### config.mk
export PLATFORM = sky130hd
export DESIGN_NAME = cpb_front
export DESIGN_NICKNAME = d
export VERILOG_FILES = /design/src/cpb_pkg.sv /design/src/cpb_front.sv
export SDC_FILE = /design/constraint.sdc
export NUM_CORES = 1
export LEC_CHECK = 0
export BUFFER_PORTS_ARGS = -buffer_cell sky130_fd_sc_hd__buf_2
export CORE_AREA = 2 2 39 41
export DETAILED_ROUTE_END_ITERATION = 8
export DIE_AREA = 0 0 41 43
export GPL_ROUTABILITY_DRIVEN = 0
export PLACE_DENSITY = 0.85
export SYNTH_ARGS = -nofsm -noshare
export SYNTH_HDL_FRONTEND = slang
export SYNTH_SLANG_ARGS = --single-unit
### constraint.sdc
create_clock -name vclk -period 2.8
set_input_delay 0.28 -clock vclk [all_inputs]
set_output_delay 0.28 -clock vclk [all_outputs]
set_load 0.03 [all_outputs]
### src/cpb_pkg.sv
package cpb_pkg;

   // Fixed field widths
   localparam int IDX_W = 13;
   localparam int OP_W = 3;
   localparam int POS_W = IDX_W + 1;
   localparam int IDX_LIMIT = (1 << IDX_W) - 1;

   // Bitmap row geometry
   localparam int WORD_W = 32;
   localparam int OFF_W = 5;

   // Row tag: epoch numbers run 1..TAG_LAST, tag zero marks a swept row
   localparam int TAG_W = 8;
   localparam logic [TAG_W-1:0] TAG_NONE = 8'h00;
   localparam logic [TAG_W-1:0] TAG_FIRST = 8'h01;
   localparam logic [TAG_W-1:0] TAG_LAST = 8'hff;

   // Queue between front and back
   localparam int QUEUE_DEPTH = 2;
   localparam int QUEUE_AW = 1;

   // Operation codes on the request port
   typedef enum logic [OP_W-1:0] {
      OP_QUERY = 3'd0,
      OP_SET = 3'd1,
      OP_UNSET = 3'd2,
      OP_SET_ALL = 3'd3,
      OP_CLEAR_ALL = 3'd4
   } op_type;

   // Classified work for the back end
   typedef enum logic [2:0] {
      KIND_QUERY,
      KIND_SET,
      KIND_UNSET,
      KIND_SET_ALL,
      KIND_CLEAR_ALL
   } kind_type;

   typedef struct packed {
      kind_type kind;
      logic in_range;
      logic [IDX_W-1:0] idx;
   } item_type;

   // Back end sequencer
   typedef enum logic [2:0] {
      ST_IDLE,
      ST_EXEC,
      ST_MODIFY,
      ST_START,
      ST_SRCH_RD,
      ST_SRCH_EV
   } state_type;

endpackage

### src/cpb_front.sv
module cpb_front (
   input  logic start,
   output logic busy,
   input  logic [cpb_pkg::OP_W-1:0] req_operation,
   input  logic [cpb_pkg::IDX_W-1:0] req_chunk_index,
   input  logic [cpb_pkg::IDX_W-1:0] live_total,
   input  logic queue_full,
   input  logic sweeping,
   output logic push,
   output cpb_pkg::item_type push_item
);

   // Hold off new transactions while the queue is full or the store is swept
   assign busy = queue_full | sweeping;
   assign push = start & ~busy;

   // Classify the operation and the range of the index
   always_comb begin
      push_item.idx = req_chunk_index;
      push_item.in_range = (req_chunk_index < live_total);
      case (req_operation)
         cpb_pkg::OP_SET: push_item.kind = cpb_pkg::KIND_SET;
         cpb_pkg::OP_UNSET: push_item.kind = cpb_pkg::KIND_UNSET;
         cpb_pkg::OP_SET_ALL: push_item.kind = cpb_pkg::KIND_SET_ALL;
         cpb_pkg::OP_CLEAR_ALL: push_item.kind = cpb_pkg::KIND_CLEAR_ALL;
         default: push_item.kind = cpb_pkg::KIND_QUERY;
      endcase
   end

endmodule

Word-level counts from Yosys, hierarchy flattened:

Cells that the tools add are included.

* shift operators: 0
* $lt $le $gt $ge: 1
* divide/modulo/power cells: 0
* bitwise gates (word level): 3
* equal/unequal tests: 4
* multiply operators: 0
* multiplexer cells: 1
* reductions and logical operators: 0
* $add $sub $neg: 0

Operators with widths (number)
* $lt A13 B13 Y1: 1
* $pmux W3 S4: 1
* $eq A3 B2 Y1 const B: 2
* $eq A3 B1 Y1 const B: 1
* $eq A3 B3 Y1 const B: 1
* $and A1 B1 Y1: 1
* $not A1 Y1: 1
* $or A1 B1 Y1: 1

* register bits: 0
* memory bits (writable): 0
* memories kept: 0
* bits in latches: 0
* output and inout port bits: 19
* word-level logic and storage cells: 9
* memory bits (read-only): 0

Logic depth before layout (Yosys ltp):

Gate-level depths: netlist of run 1.

* depth in word-level cells: 3
* gate-level depth with buffers: 6
* gate-level depth less buffers: 6

Least setup slack after synthesis of run 1:

OpenSTA, ideal clock, no wires.

* path type: input to output
* from: input port live_total[2] (netlist bit)
* to: output port push_item[13] (netlist bit)
* data required time: 2520 ps
* slack: 1097 ps
* stages on the path: 6
* data arrival time: 1423 ps
* path through: inv_1 -> ha_1 -> a21o_1 -> a31oi_1 -> o21ai_1 -> a211oi_2

RTL lines
* from (decl): line cpb_front.sv:6 `input logic [cpb_pkg::IDX_W-1:0] live_total,`
* to (decl): line cpb_front.sv:10 `output cpb_pkg::item_type push_item`

==> results of run 1 <==
[stage by stage]
step / hold slack, ns / power, mW
finish: 0.8212 / 0.1101
global placement: 0.8193 / 0.1081
CTS: 0.8230 / 0.1117
detailed placement: 0.8235 / 0.1112
floorplan: 0.6696 / 0.08063
global route: 0.8328 / 0.1226
[cells in the mapped netlist]
| master | count |
|---|---|
| buf_4 | 13 |
| inv_1 | 13 |
| ha_1 | 12 |
| a21oi_1 | 4 |
| nand4_1 | 3 |
| nor2_1 | 3 |
| nand2_1 | 2 |
| nor2b_1 | 2 |
| a211oi_2 | 1 |
| a21o_1 | 1 |
| a31oi_1 | 1 |
| and3_1 | 1 |
| nand2b_1 | 1 |
| nand3_1 | 1 |
| nor3b_1 | 1 |
| o21ai_0 | 1 |
| o21ai_1 | 1 |
| or2_2 | 1 |
[worst max-delay path, delay by kind of cell]
kind | cells | cell delay [ns]
adders and majority gates | 1 | 0.33
buffers and inverters | 2 | 0.32
AOI/OAI and AO/OA | 3 | 0.42
and+or+nand+nor | 1 | 0.16
[final timing paths]
| kind | to | depth (start not counted) |
|---|---|---|
| max | push_item[13] | 7 |
| min | push_item[0] | 2 |
[power by group]
group	total [mW]	internal (mW)	leakage, nW	switching (mW)
combinational	0.110	0.0456	0.411	0.0644
clock	0	0	0	0
sequential	0	0	0	0
[layer usage]
layer  wire [um]  track usage [%]
met3         102                0
met4           0                0
met1         311            8.544
met5           0                0
met2         473            23.13
[cell type report]
class              count  area (um^2)  share of cell area [%]
multi-input cells     36        287.8                   47.03
repair buffers        51        255.2                   41.72
inverters             13        48.80                   7.975
well taps             16        20.02                   3.272
[kinds of logic after synthesis]
group | synth area share (%)
adder cells (fa/ha/maj) | 34.58
buffers and inverters | 33.72
AND/OR/NAND/NOR | 18.73
AO/OA/AOI/OAI | 12.97
==> metrics, run 1 <==
status finished clean; chip height 43 um; I/O Buffers 51; pwr/cell area 179.9 mW/mm^2; Via Count 511; core area 0.001384 mm^2; cell count after synthesis 62; starting density of the core 31.37%; final antenna-violating net count 0; initial antenna violation count 0; final hold violations 0; Worst Path Required 2.52 ns; DIE WIDTH 41 um; setup ws final 1.003 ns; first-pass GRT wire length 1373 um; relative slew slack 86.72%; Final min period 1.797 ns; setup_tns 0 ns; post-CTS setup buffers 0; final slew viol count 0; hold buffers post-CTS 0; # diodes 0; hold crit path type in2out; CP Launch Type input port; Crit Path Max Fanout 4; worst slew pin tran 0.1971 ns; Residual DRC 0; most frequent cells in the layout 51 x buf_2, 13 x inv_1, 12 x ha_1; FMAX 556.6 MHz; final-report setup violation count 0; Yosys cell types 18; Worst EP arrival 1.52 ns; Max rail drop VDD 0.00006574 V; Yosys top cell area share 34.58%; Register Area 0 um^2; crit-path most repeated cell buf_2; Tot GR Track Use 10.09%; placed insts 116; DIE AREA 0.001763 mm^2; First-pass DRT Iterations 2; total number of yosys warnings 0; post-CTS sizing 0; HP Start req_chunk_index[0]; syn nets 106; DR vias/cell 4.405; CP Launch Point req_chunk_index[6]; leakage 0.4110 nW; Yosys top cell by area ha_1; ordered list of cells on the worst path buf_2 -> ha_1 -> a21oi_1 -> and3_1 -> o21ai_1 -> a211oi_2 -> buf_2; Mapped Area 434.2 um^2; Util after Layout 44.21%; 1st-iter DRT viols 2; Max-Cap Viols 0; Place WS 0.9844 ns; clock buffers 0; Nets 146; share of layout cells above drive strength 1 53.00%; GRT Residual Overflow 0; critical path endpoint category primary output; Final Non-Filler Cells 116; final instance area 611.8 um^2; Seq cells 0; commonest non-fill, non-tap cell in the layout buf_2; area grow syn2layout 40.92%; I/O pins 51; Post-Route WL 888 um; number of global-route vias before repair 446; RSZ-0062 raised after global routing no; Placed Area 611.8 um^2; CP peak stage delay 0.33 ns; Avg Inst Size Synth 7.003 um^2; CP max stage cell ha_1; Final Cycle Share 64.16%; Synth area leaders ha_1 35%, buf_4 22%, inv_1 11%; row count 14; largest net degree at the start of global routing 5; # fillers 140; wire length per cell 7.655 um; HPWL after detailed placement 881.7 um; post-synthesis sequential area ratio 0%; Setup Crit Path Kind in2out
(Power assumes the default switching activity.)
==> inputs of run 2 (changes only) <==
Settings changed: ABC_AREA set to 1, PLACE_DENSITY 0.85 to 0.88.
Clock period 2.8 ns to 1.7 ns, I/O delays scaled along.
==> metrics, run 2 <==
post-CTS setup buffers 0 (unchanged); final-report setup violation count 0 (unchanged); CP peak stage delay 0.32 ns (about the same); I/O pins 51 (unchanged); worst slew pin tran 0.1622 ns (-0.03496 ns); Final min period 1.401 ns; DR vias/cell 4.218 (-4.2%); commonest non-fill, non-tap cell in the layout buf_2; Yosys cell types 12 (-6); Crit Path Max Fanout 3 (-1); FMAX 713.6 MHz; first-pass GRT wire length 1400 um (+2.0%); critical path endpoint category primary output; final slew viol count 0 (unchanged); HPWL after detailed placement 946.1 um (+7.3%); core area 0.001384 mm^2 (unchanged); row count 14 (unchanged); Max-Cap Viols 0 (unchanged); routed length on met2 477 um (+0.85%); Commonest cells post-synth 20 x inv_1, 16 x nand2_1, 13 x buf_4; Synth area leaders ha_1 32%, buf_4 21%, inv_1 16%; final hold violations 0 (unchanged); status finished clean; largest net degree at the start of global routing 4 (-1); Util after Layout 46.84% (+2.6 points); First-pass DRT Iterations 1 (-1); post-CTS sizing 0 (unchanged); chip height 43 um (unchanged); initial antenna violation count 0 (unchanged); crit-path most repeated cell nor2_1; count leader, synth inv_1; relative slew slack 89.16% (+2.4 points); Final Cycle Share 82.44%; starting density of the core 34.00% (+2.6 points); Yosys top cell area share 31.91% (-2.7 points); Worst EP arrival 1.23 ns (-0.29 ns); RSZ-0062 raised after global routing no; DIE AREA 0.001763 mm^2 (unchanged); Nets 163 (+12%); Post-Route WL 950 um (+7.0%); pwr/cell area 290.1 mW/mm^2 (+61%); ordered list of cells on the worst path buf_2 -> ha_1 -> a21oi_1 -> nand2_1 -> nor2_1 -> nor2_1 -> nor2_1 -> buf_2; final antenna-violating net count 0 (unchanged); hold slack 0.6034 ns (-0.2178 ns); Seq cells 0 (unchanged); most frequent cells in the layout 51 x buf_2, 20 x inv_1, 16 x nand2_1; Place WS 0.2981 ns (-0.6864 ns); Yosys top cell by area ha_1; GRT Residual Overflow 0 (unchanged); CP Launch Type input port; Register Area 0 um^2 (unchanged); # diodes 0 (unchanged); Met3 Routed Length 120 um (+18%); total number of yosys warnings 0 (unchanged); setup ws final 0.2986 ns (-0.7049 ns); Tot Pwr 188.0 uW (+71%); wire length per cell 7.143 um (-6.7%); cell count after synthesis 79 (+27%); number of global-route vias before repair 428 (-4.0%); post-synthesis sequential area ratio 0% (unchanged); DIE WIDTH 41 um (unchanged); Tot GR Track Use 10.59% (+0.50 points); Max rail drop VDD 0.0001067 V (+62%); I/O Buffers 51 (unchanged); Setup Crit Path Kind in2out; hold buffers post-CTS 0 (unchanged); setup_tns 0 ns (unchanged); area grow syn2layout 37.77%; share of layout cells above drive strength 1 45.30% (-7.7 points); M1 WL 353 um (+14%); Mapped Area 470.5 um^2 (+8.4%); hold crit path type in2out; leakage 0.4805 nW (+17%); top sig layer met3; Via Count 561 (+9.8%); 1st-iter DRT viols 0 (-2); Residual DRC 0 (unchanged); Avg Inst Size Synth 5.955 um^2 (-15%); clock buffers 0 (unchanged); CP max stage cell ha_1; Worst Path Required 1.53 ns (-0.99 ns); syn nets 123 (+16%)
-- run 2: cell types whose count changed after synthesis, moves of 2 or more --
cell	before	now
nand4_1	3	1
nand2_1	2	16
inv_1	13	20
nor2_1	3	9
nor2b_1	2	0
-- run 2: final cells by class --
cell class	count	area (um^2)
multi-input cells	46	297.8
fillers	152	735.7
inverters	20	75.07
well taps	16	20.02
repair buffers	51	255.2
-- run 2: kinds of logic (layout without fill, tap and decap cells) --
group / count (synthesis) / in the layout / synth area share, %
and+or+nand+nor: 30 / 30 / 26.60
adders and majority gates: 12 / 12 / 31.91
AOI/OAI and AO/OA: 4 / 4 / 4.787
buffers and inverters: 33 / 71 / 36.70
-- run 2: critical path, delay by kind of cell --
family / cells / cell delay [ns]
and+or+nand+nor: 4 / 0.28
buffers and inverters: 2 / 0.30
adders and majority gates: 1 / 0.32
AOI/OAI and AO/OA: 1 / 0.15
-- run 2: worst paths after layout --
check	from	slack (ns)	end	cells past startpoint
worst max-delay path	req_chunk_index[4]	0.30	push_item[13]	8
worst min-delay path	req_chunk_index[0]	0.60	push_item[0]	2
-- run 2: metrics by stage --
step	instance area, um^2	instances
after detailed placement	648.1	133
after global placement	648.1	133
after global routing	648.1	133
after CTS	648.1	133
after floorplan	470.5	79
final	648.1	133
-- run 2: report_power, final --
group          internal, mW  switching (mW)
sequential                0               0
clock                     0               0
combinational        0.0754           0.113
total                0.0754           0.113
-- run 2: per-layer routing --
metal  vias up  track usage, %
met5         -               0
met4         0               0
met3         0               0
met2        37           22.50
met1       221           10.76
li1        303               -
