<file path="config.mk">
export PLATFORM = sky130hd
export DESIGN_NAME = cpb_queue
export DESIGN_NICKNAME = d
export VERILOG_FILES = /design/src/cpb_pkg.sv /design/src/cpb_queue.sv
export SDC_FILE = /design/constraint.sdc
export NUM_CORES = 1
export LEC_CHECK = 0
export ABC_AREA = 1
export BUFFER_PORTS_ARGS = -buffer_cell sky130_fd_sc_hd__clkbuf_2
export CORE_AREA = 2 2 57 59
export CTS_BUF_LIST = sky130_fd_sc_hd__clkbuf_2
export CTS_CLUSTER_SIZE = 12
export DETAILED_ROUTE_END_ITERATION = 10
export DIE_AREA = 0 0 59 61
export PLACE_DENSITY = 0.88
export SYNTH_ARGS = -nofsm -noshare
export SYNTH_HDL_FRONTEND = slang
export SYNTH_SLANG_ARGS = --single-unit
</file>
<file path="constraint.sdc">
create_clock -name clock -period 2.05 [get_ports clock]
set_clock_uncertainty 0.05 [all_clocks]
set_input_delay 0.1025 -clock clock [delete_from_list [all_inputs] [get_ports clock]]
set_output_delay 0.1025 -clock clock [all_outputs]
set_load 0.01 [all_outputs]
</file>
<file path="src/cpb_pkg.sv">
package cpb_pkg;

   // Fixed field widths
   localparam int IDX_W = 13;
   localparam int OP_W = 3;
   localparam int POS_W = IDX_W + 1;
   localparam int IDX_LIMIT = (1 << IDX_W) - 1;

   // Bitmap row geometry
   localparam int WORD_W = 32;
   localparam int OFF_W = 5;

   // Row tag: epoch numbers run 1..TAG_LAST, tag zero marks a swept row
   localparam int TAG_W = 8;
   localparam logic [TAG_W-1:0] TAG_NONE = 8'h00;
   localparam logic [TAG_W-1:0] TAG_FIRST = 8'h01;
   localparam logic [TAG_W-1:0] TAG_LAST = 8'hff;

   // Queue between front and back
   localparam int QUEUE_DEPTH = 2;
   localparam int QUEUE_AW = 1;

   // Operation codes on the request port
   typedef enum logic [OP_W-1:0] {
      OP_QUERY = 3'd0,
      OP_SET = 3'd1,
      OP_UNSET = 3'd2,
      OP_SET_ALL = 3'd3,
      OP_CLEAR_ALL = 3'd4
   } op_type;

   // Classified work for the back end
   typedef enum logic [2:0] {
      KIND_QUERY,
      KIND_SET,
      KIND_UNSET,
      KIND_SET_ALL,
      KIND_CLEAR_ALL
   } kind_type;

   typedef struct packed {
      kind_type kind;
      logic in_range;
      logic [IDX_W-1:0] idx;
   } item_type;

   // Back end sequencer
   typedef enum logic [2:0] {
      ST_IDLE,
      ST_EXEC,
      ST_MODIFY,
      ST_START,
      ST_SRCH_RD,
      ST_SRCH_EV
   } state_type;

endpackage

</file>
<file path="src/cpb_queue.sv">
module cpb_queue (
   input  logic clock,
   input  logic reset,
   input  logic push,
   input  cpb_pkg::item_type push_item,
   output logic full,
   input  logic pop,
   output cpb_pkg::item_type pop_item,
   output logic empty
);

   localparam int AW = cpb_pkg::QUEUE_AW;
   localparam int CW = cpb_pkg::QUEUE_AW + 1;

   cpb_pkg::item_type slot_ff [cpb_pkg::QUEUE_DEPTH];
   logic [AW-1:0] wr_ptr_ff, wr_ptr_in;
   logic [AW-1:0] rd_ptr_ff, rd_ptr_in;
   logic [CW-1:0] count_ff, count_in;

   assign full = (count_ff == CW'(cpb_pkg::QUEUE_DEPTH));
   assign empty = (count_ff == '0);
   assign pop_item = slot_ff[rd_ptr_ff];

   // Advance pointers and occupancy
   always_comb begin
      wr_ptr_in = wr_ptr_ff;
      rd_ptr_in = rd_ptr_ff;
      count_in = count_ff;
      if (push) begin
         wr_ptr_in = wr_ptr_ff + AW'(1);
      end
      if (pop) begin
         rd_ptr_in = rd_ptr_ff + AW'(1);
      end
      if (push && !pop) begin
         count_in = count_ff + CW'(1);
      end else if (pop && !push) begin
         count_in = count_ff - CW'(1);
      end
   end

   always_ff @(posedge clock) begin
      if (reset) begin
         wr_ptr_ff <= '0;
         rd_ptr_ff <= '0;
         count_ff <= '0;
      end else begin
         wr_ptr_ff <= wr_ptr_in;
         rd_ptr_ff <= rd_ptr_in;
         count_ff <= count_in;
      end
   end

   // Store the entry
   always_ff @(posedge clock) begin
      if (push) begin
         slot_ff[wr_ptr_ff] <= push_item;
      end
   end

endmodule

</file>
### After elaboration in Yosys (flattened, before gate mapping)

Memory sizes are Yosys's and may differ from the RTL's. A register that Yosys moved wholly into a read port is not among the register bits.
Cells that the tools add are included.
Widths: inputs -> output; s select.

* add/subtract/negate cells: 4
* multipliers: 0
* div/mod/pow operators: 0
* $lt $le $gt $ge: 0
* equal/unequal tests: 1
* shifts and indexed selects: 0
* mux-type cells: 6
* bitwise operators: 0
* reduce and logical (&&, ||, !) cells: 6

Operators by type and width (number)
* $mux 1: 4
* $mux 2: 2
* $add 1x1->1 const B: 2
* $add 2x1->2 const B: 1
* $eq 2x2->1 const B: 1
* $logic_and 1x1->1: 2
* $logic_not 1->1: 2
* $logic_not 2->1: 1
* $reduce_bool 2->1: 1
* $sub 2x1->2 const B: 1

* flip-flop bits (word level): 4
* bits in latches: 0
* RAM bits: 34
* bits in read-only memories: 0
* input bits: 21
* output and inout port bits: 19
* word-level logic and storage cells: 21
* memories: 1

Memories
* slot_ff: words 2, width 17, read ports 1, clocked after memory_dff 1, write ports 1, line cpb_queue.sv:15 `cpb_pkg::item_type slot_ff [cpb_pkg::QUEUE_DEPTH];`

### Logic depth before layout (Yosys ltp)

Gate-level depths: netlist of the first run.

* word-level depth: 4
* depth in mapped cells: 8
* gate-level depth less buffers: 8

### Least setup slack after synthesis of the first run

OpenSTA, ideal clock, no wires.

* path type: register to register
* start point: register wr_ptr_ff
* end point: memory slot_ff[0][0] in the netlist's numbering, enable pin
* setup time: 0.391 ns
* arrival: 1.059 ns
* data required time: 1.609 ns
* path slack: 0.550 ns
* cell stages (with the launch flop): 2
* path buffers: 0
* period minus slack after synthesis: 1.500 ns
* cells stage by stage: dfxtp_1 > nor2_1

RTL lines
* start: declaration: line cpb_queue.sv:16 `logic [AW-1:0] wr_ptr_ff, wr_ptr_in;`
* start signal: assignment: line cpb_queue.sv:48 `wr_ptr_ff <= wr_ptr_in;`
* end: declaration: line cpb_queue.sv:15

Straight into the memory's write port.

==> results of run 1 <==
[through the flow]
| stage | hold slack, ps | worst slack [ps] | instance area, um^2 | total power [W] | cells |
|---|---|---|---|---|---|
| after detailed placement | 246 | 813 | 1740 | 0.00116 | 160 |
| after floorplan | 125 | 550 | 1510 | 0.00108 | 86 |
| after global routing | 354 | 298 | 1990 | 0.00157 | 189 |
| after global placement | 244 | 833 | 1740 | 0.00115 | 160 |
| final | 394 | 423 | 1990 | 0.00149 | 189 |
| after CTS | 362 | 361 | 1990 | 0.00152 | 189 |
[worst max-delay path: stages, from the launching register on]
cell and delay, ps:
dfxtp_1 340, buf_4 270, mux2_2 380, clkbuf_2 130
[cell usage after synthesis]
cell type / instances / share of area
buf_12: 1 / 0.013
mux2_4: 10 / 0.10
ha_1: 1 / 0.0083
inv_1: 9 / 0.022
mux2_2: 7 / 0.052
xnor2_1: 1 / 0.0058
edfxtp_1: 34 / 0.68
nand2_1: 5 / 0.012
nor3_1: 1 / 0.0033
nor2_1: 7 / 0.017
a21oi_1: 1 / 0.0033
nand3_1: 1 / 0.0033
nand4_1: 1 / 0.0042
dfxtp_1: 5 / 0.066
buf_6: 1 / 0.0075
o21ai_0: 1 / 0.0033
[power by group]
group          switching [W]  internal (W)
registers          0.0000146      0.000913
clock network       0.000221      0.000101
logic               0.000112      0.000133
[flip-flops by register name (all words and copies together) (netlist names), named ones only]
register / count
slot_ff: 34
rd_ptr_ff: 1
count_ff: 2
wr_ptr_ff: 1
[area by class of cell]
class / instances / area, um^2 / share of cell area
clock buffer: 8 / 40.0 / 0.0201
inverter: 9 / 33.8 / 0.0169
multi-input combinational: 36 / 322 / 0.161
sequential: 39 / 1120 / 0.562
tap: 33 / 41.3 / 0.0207
timing repair buffer: 64 / 435 / 0.218
[cell families (layout without fill, tap and decap cells)]
logic type | Yosys count | after routing | share of synthesized area
DFF | 39 | 39 | 0.744
muxes | 17 | 17 | 0.152
and+or+nand+nor | 15 | 15 | 0.0407
buffers and inverters | 11 | 81 | 0.0432
AOI/OAI and AO/OA | 2 | 2 | 0.00663
adders and majority gates | 1 | 1 | 0.00830
xor gates and xnor gates | 1 | 1 | 0.00581
[how the worst min path moves through the flow]
stage	endpoint	depth (start not counted)
2_1_floorplan	flop	1
3_3_place_gp	slot_ff[1][0]	1
3_5_place_dp	slot_ff[0][1]	1
4_1_cts	slot_ff[1][5]	2
5_1_grt	slot_ff[1][16]	2
6_report	slot_ff[1][16]	2
[repair_timing]
action	4_1_cts	5_1_grt
gates resized for setup	0	0
hold buffers	21	0
endpoints found under the hold margin	39	0
[metal layers]
metal | GRT usage | routed length [um] | up-vias | part of all wire
met5 | 0 | 0 | - | 0
met4 | 0.0877 | 27 | 0 | 0.011
met3 | 0.0469 | 173 | 3 | 0.069
met2 | 0.290 | 1320 | 33 | 0.53
met1 | 0.144 | 984 | 437 | 0.39
li1 | - | - | 447 | -
==> results.txt, run 1 <==
Status - finished, final reports clean
HPWL after DPL - 1750 um
First-pass GRT wire length - 3870 um
Max VDD drop - 0.402 mV
Cells after synthesis - 86
Pins over their slew limit - 0
CTS root buf - clkbuf_2
GRT overflow - 0
Worst-Margin Slew - 275 ps
Total CTS buffers - 5
Startpoint types - flop
Die X - 59 um
R2R Path End - rd_ptr_ff
Worst EP arrival - 1470 ps
FMAX - 0.615 GHz
Vias in the first global route - 987
TritonCTS clock tree - built
Post-Route Setup TNS - 0 ps
Fin crit share - 0.794
Largest net degree at the start of global routing - 18
Reg2reg path depth - 3
Num Clock Sinks - 39
Avg Cell Area, Syn - 17.5 um^2
Drt drc - 0
Post-route ant nets - 0
DRT iter0 DRCs - 11
Reg-to-reg slack, setup - 770 ps
Unrepaired setup endpoints after global routing - no
Synth cell types - 16
Slew Limit Headroom - 0.817
Post-synthesis sequential area ratio - 0.744
Number of synthesized register bits - 39
Drt pass-1 iters - 6
P&R area growth vs syn - 32.2%
Pwr dens - 750 mW/mm^2
Final RePlAce weighted congestion - 0.652
# IOs - 40
Min-delay src - push_item[16]
Vias per Instance - 4.87
Port Buffers - 39
Nets - 177
Antenna violations before repair - 0
Leak - 0.854 nW
Die ar. - 0.00360 mm^2
Core footprint - 0.00295 mm^2
Post-synthesis net count - 108
CP Class - reg2out
Most common cell after layout, fill and taps aside - clkbuf_2
Worst r2r src - rd_ptr_ff
Worst Path Max Fanout - 17
Worst hold path class - in2reg
Die H - 61 um
Initial Utilization - 0.511
Final hold viol count - 0
WL final - 2510 um
Filler instances - 236
Wire per inst - 13.3 um
Via Count - 920
Required time of the critical path - 1900 ps
Cell Rows - 20
Post-CTS Setup Repair Bufs - 0
Gr usage total - 0.153
Number of H-tree branching levels - 2
Post-Route Utilization - 0.675
Share of cells above drive strength 1 - 0.436
Max_cap viols - 0
Yosys warns - 0
CP Capture Point - pop_item[2]
Diode count - 0
Clock Tree Buf Depth - 2
Clk Latency, worst-skew pair - 360 ps
Mapped cell area - 0.00151 mm^2
Fin crit period - 1630 ps
CP Capture Type - output pin
Clock transition at path regs - 180 ps
Final setup fails - 0
Highest-count cells in the layout ignoring fill and taps - 47 x clkbuf_2, 34 x edfxtp_1, 21 x dlygate4sd3_1
(Power assumes the default switching activity.)
==> run 2, diff against run 1 <==
Settings changed: CORE_AREA 2 2 57 59 to 2 2 60 62, DIE_AREA 0 0 59 61 to 0 0 62 64, PLACE_DENSITY 0.88 to 0.84.
Clock period 2.05 ns to 1.3 ns, I/O delays scaled along.
==> run 2 against run 1 <==
Combinational power grew 88%. Register-to-register slack lost 710 ps. Non-clock buffer count grew 1. Sequential share of layout area shrank 3.5 points. The run now ends with setup timing left. Sequential power grew 59%. Global-route usage shrank 0.13 points.
==> results.txt, run 2 (same netlist as run 1, synthesis figures left out) <==
Worst slack, placed - 175 ps (-638 ps)
Initial Utilization - 0.459 (-0.0515)
Worst EP arrival - 1350 ps (-120 ps)
Highest-count cells in the layout ignoring fill and taps - 38 x clkbuf_2, 34 x edfxtp_1, 21 x dlygate4sd3_1
Slew Limit Headroom - 0.867 (+0.0504)
Worst Path Max Fanout - 7 (-10)
Slowest cell delay on critical path - 410 ps (+30 ps)
CP Capture Type - output pin
Core footprint - 0.00328 mm^2 (+11%)
Die X - 62 um (+5.1%)
Largest net degree at the start of global routing - 16 (-2)
Diode count - 0 (unchanged)
Via Count - 941 (+2.3%)
Worst hold path class - in2reg
HPWL after DPL - 1810 um (+3.2%)
Slowest stage cell on the critical path - dfxtp_4
Die H - 64 um (+4.9%)
Wire per inst - 13.4 um (+1.1%)
Post-CTS Setup Repair Bufs - 0 (unchanged)
CTS root buf - clkbuf_2
Pins over their slew limit - 0 (unchanged)
Number of H-tree branching levels - 2 (unchanged)
Die ar. - 0.00397 mm^2 (+10%)
Worst-Margin Slew - 199 ps (-75.8 ps)
Status - finished, violations left
Post-Route Utilization - 0.650 (-0.0255)
Pwr Total - 0.00243 W (+63%)
# IOs - 40 (unchanged)
DRT iter0 DRCs - 15 (+4)
Startpoint types - flop
WL final - 2720 um (+8.5%)
Leak - 0.911 nW (+6.6%)
Most flops, register - slot_ff
Gr usage total - 0.152 (-0.00133)
Nets - 178 (+0.56%)
Vias per Instance - 4.64 (-4.8%)
Number of flip-flops in the largest register - 34 (unchanged)
Unrepaired setup endpoints after global routing - yes
Drt pass-1 iters - 6 (unchanged)
Fin crit period - 1460 ps
Pwr dens - 1140 mW/mm^2 (+52%)
Failing checks - setup timing
Most common cell after layout, fill and taps aside - clkbuf_2
Post-route ant nets - 0 (unchanged)
Critical-path cell list - buf_8 > mux2_4 > buf_6
Max_cap viols - 0 (unchanged)
Clk Latency, worst-skew pair - 370 ps (about the same)
Cell Rows - 21 (+5.0%)
First-pass GRT wire length - 4140 um (+7.0%)
Vias in the first global route - 966 (-2.1%)
Drt drc - 0 (unchanged)
Port Buffers - 39 (unchanged)
Total CTS buffers - 5 (unchanged)
Fin crit share - 1.12
Final RePlAce weighted congestion - 0.687 (+5.3%)
Share of cells above drive strength 1 - 0.459 (+0.0227)
Post-Route Setup TNS - -2580 ps (-2580 ps)
Final setup fails - 17 (+17)
Top Registers - slot_ff (34), count_ff (2)
CP Class - reg2out
Num Clock Sinks - 39 (unchanged)
Max VDD drop - 0.802 mV (+100%)
Clock Tree Buf Depth - 2 (unchanged)
TritonCTS clock tree - built
Final hold viol count - 0 (unchanged)
P&R area growth vs syn - 41.5%
Antenna violations before repair - 0 (unchanged)
Required time of the critical path - 1190 ps (-710 ps)
Clock transition at path regs - 180 ps (about the same)
GRT overflow - 0 (unchanged)
Final WS setup - -161 ps (-584 ps)
FMAX - 0.684 GHz
run 2: changes by cell type in the layout (fill, tap and decap cells not counted), sizes merged:
cell,previous run,this run
clkbuf,47,38
buf,4,12
clkinv,0,2
run 2: where the power goes:
group	internal, W	switching [W]	total (W)
registers	0.00144	0.0000291	0.00147
logic	0.000272	0.000191	0.000463
clock network	0.000133	0.000363	0.000496
run 2: timing repair:
item,in CTS,in global routing
hold buffers,21,0
pin swaps,0,1
gates cloned,0,0
resized for setup,14,16
endpoints found under the setup margin,17,18
hold endpoints to repair,39,0
run 2: metal layers:
metal	routed length (um)	vias up	share of wire	GRT usage
met5	0	-	0	0
met3	163	9	0.060	0.0648
met1	1030	448	0.38	0.153
li1	-	450	-	-
met4	74	0	0.027	0.0638
met2	1450	34	0.53	0.262
run 2: stage by stage:
step | std cells | instance area (um^2) | hold WS [ps]
finish | 203 | 2130 | 367
global route | 203 | 2130 | 335
CTS | 203 | 2080 | 344
detailed placement | 174 | 1780 | 210
global placement | 174 | 1780 | 210
floorplan | 86 | 1510 | 87.4
run 2: final timing paths:
path | from | to | slack (ps) | depth (start not counted)
worst max-delay path | flop | pop_item[6] | -160 | 3
worst min-delay path | push_item[5] | slot_ff[0][5] | 370 | 2
worst max register to register | rd_ptr_ff | rd_ptr_ff | 60 | 3
worst min register to register | count_ff[0] | count_ff[0] | 500 | 2
run 2: final cells by class:
cell class / instances / area, um^2
timing repair buffer: 65 / 519
fill: 240 / 1150
clock inverter: 2 / 8.76
multi-input combinational: 36 / 358
clock buffer: 6 / 30.0
sequential: 39 / 1130
tap: 46 / 57.6
inverter: 9 / 33.8
run 2: worst max-delay path, delay by kind of cell (launching register included):
| family | cells | cell delay [ps] |
|---|---|---|
| mux | 1 | 320 |
| buf+inv | 2 | 260 |
| flops | 1 | 410 |
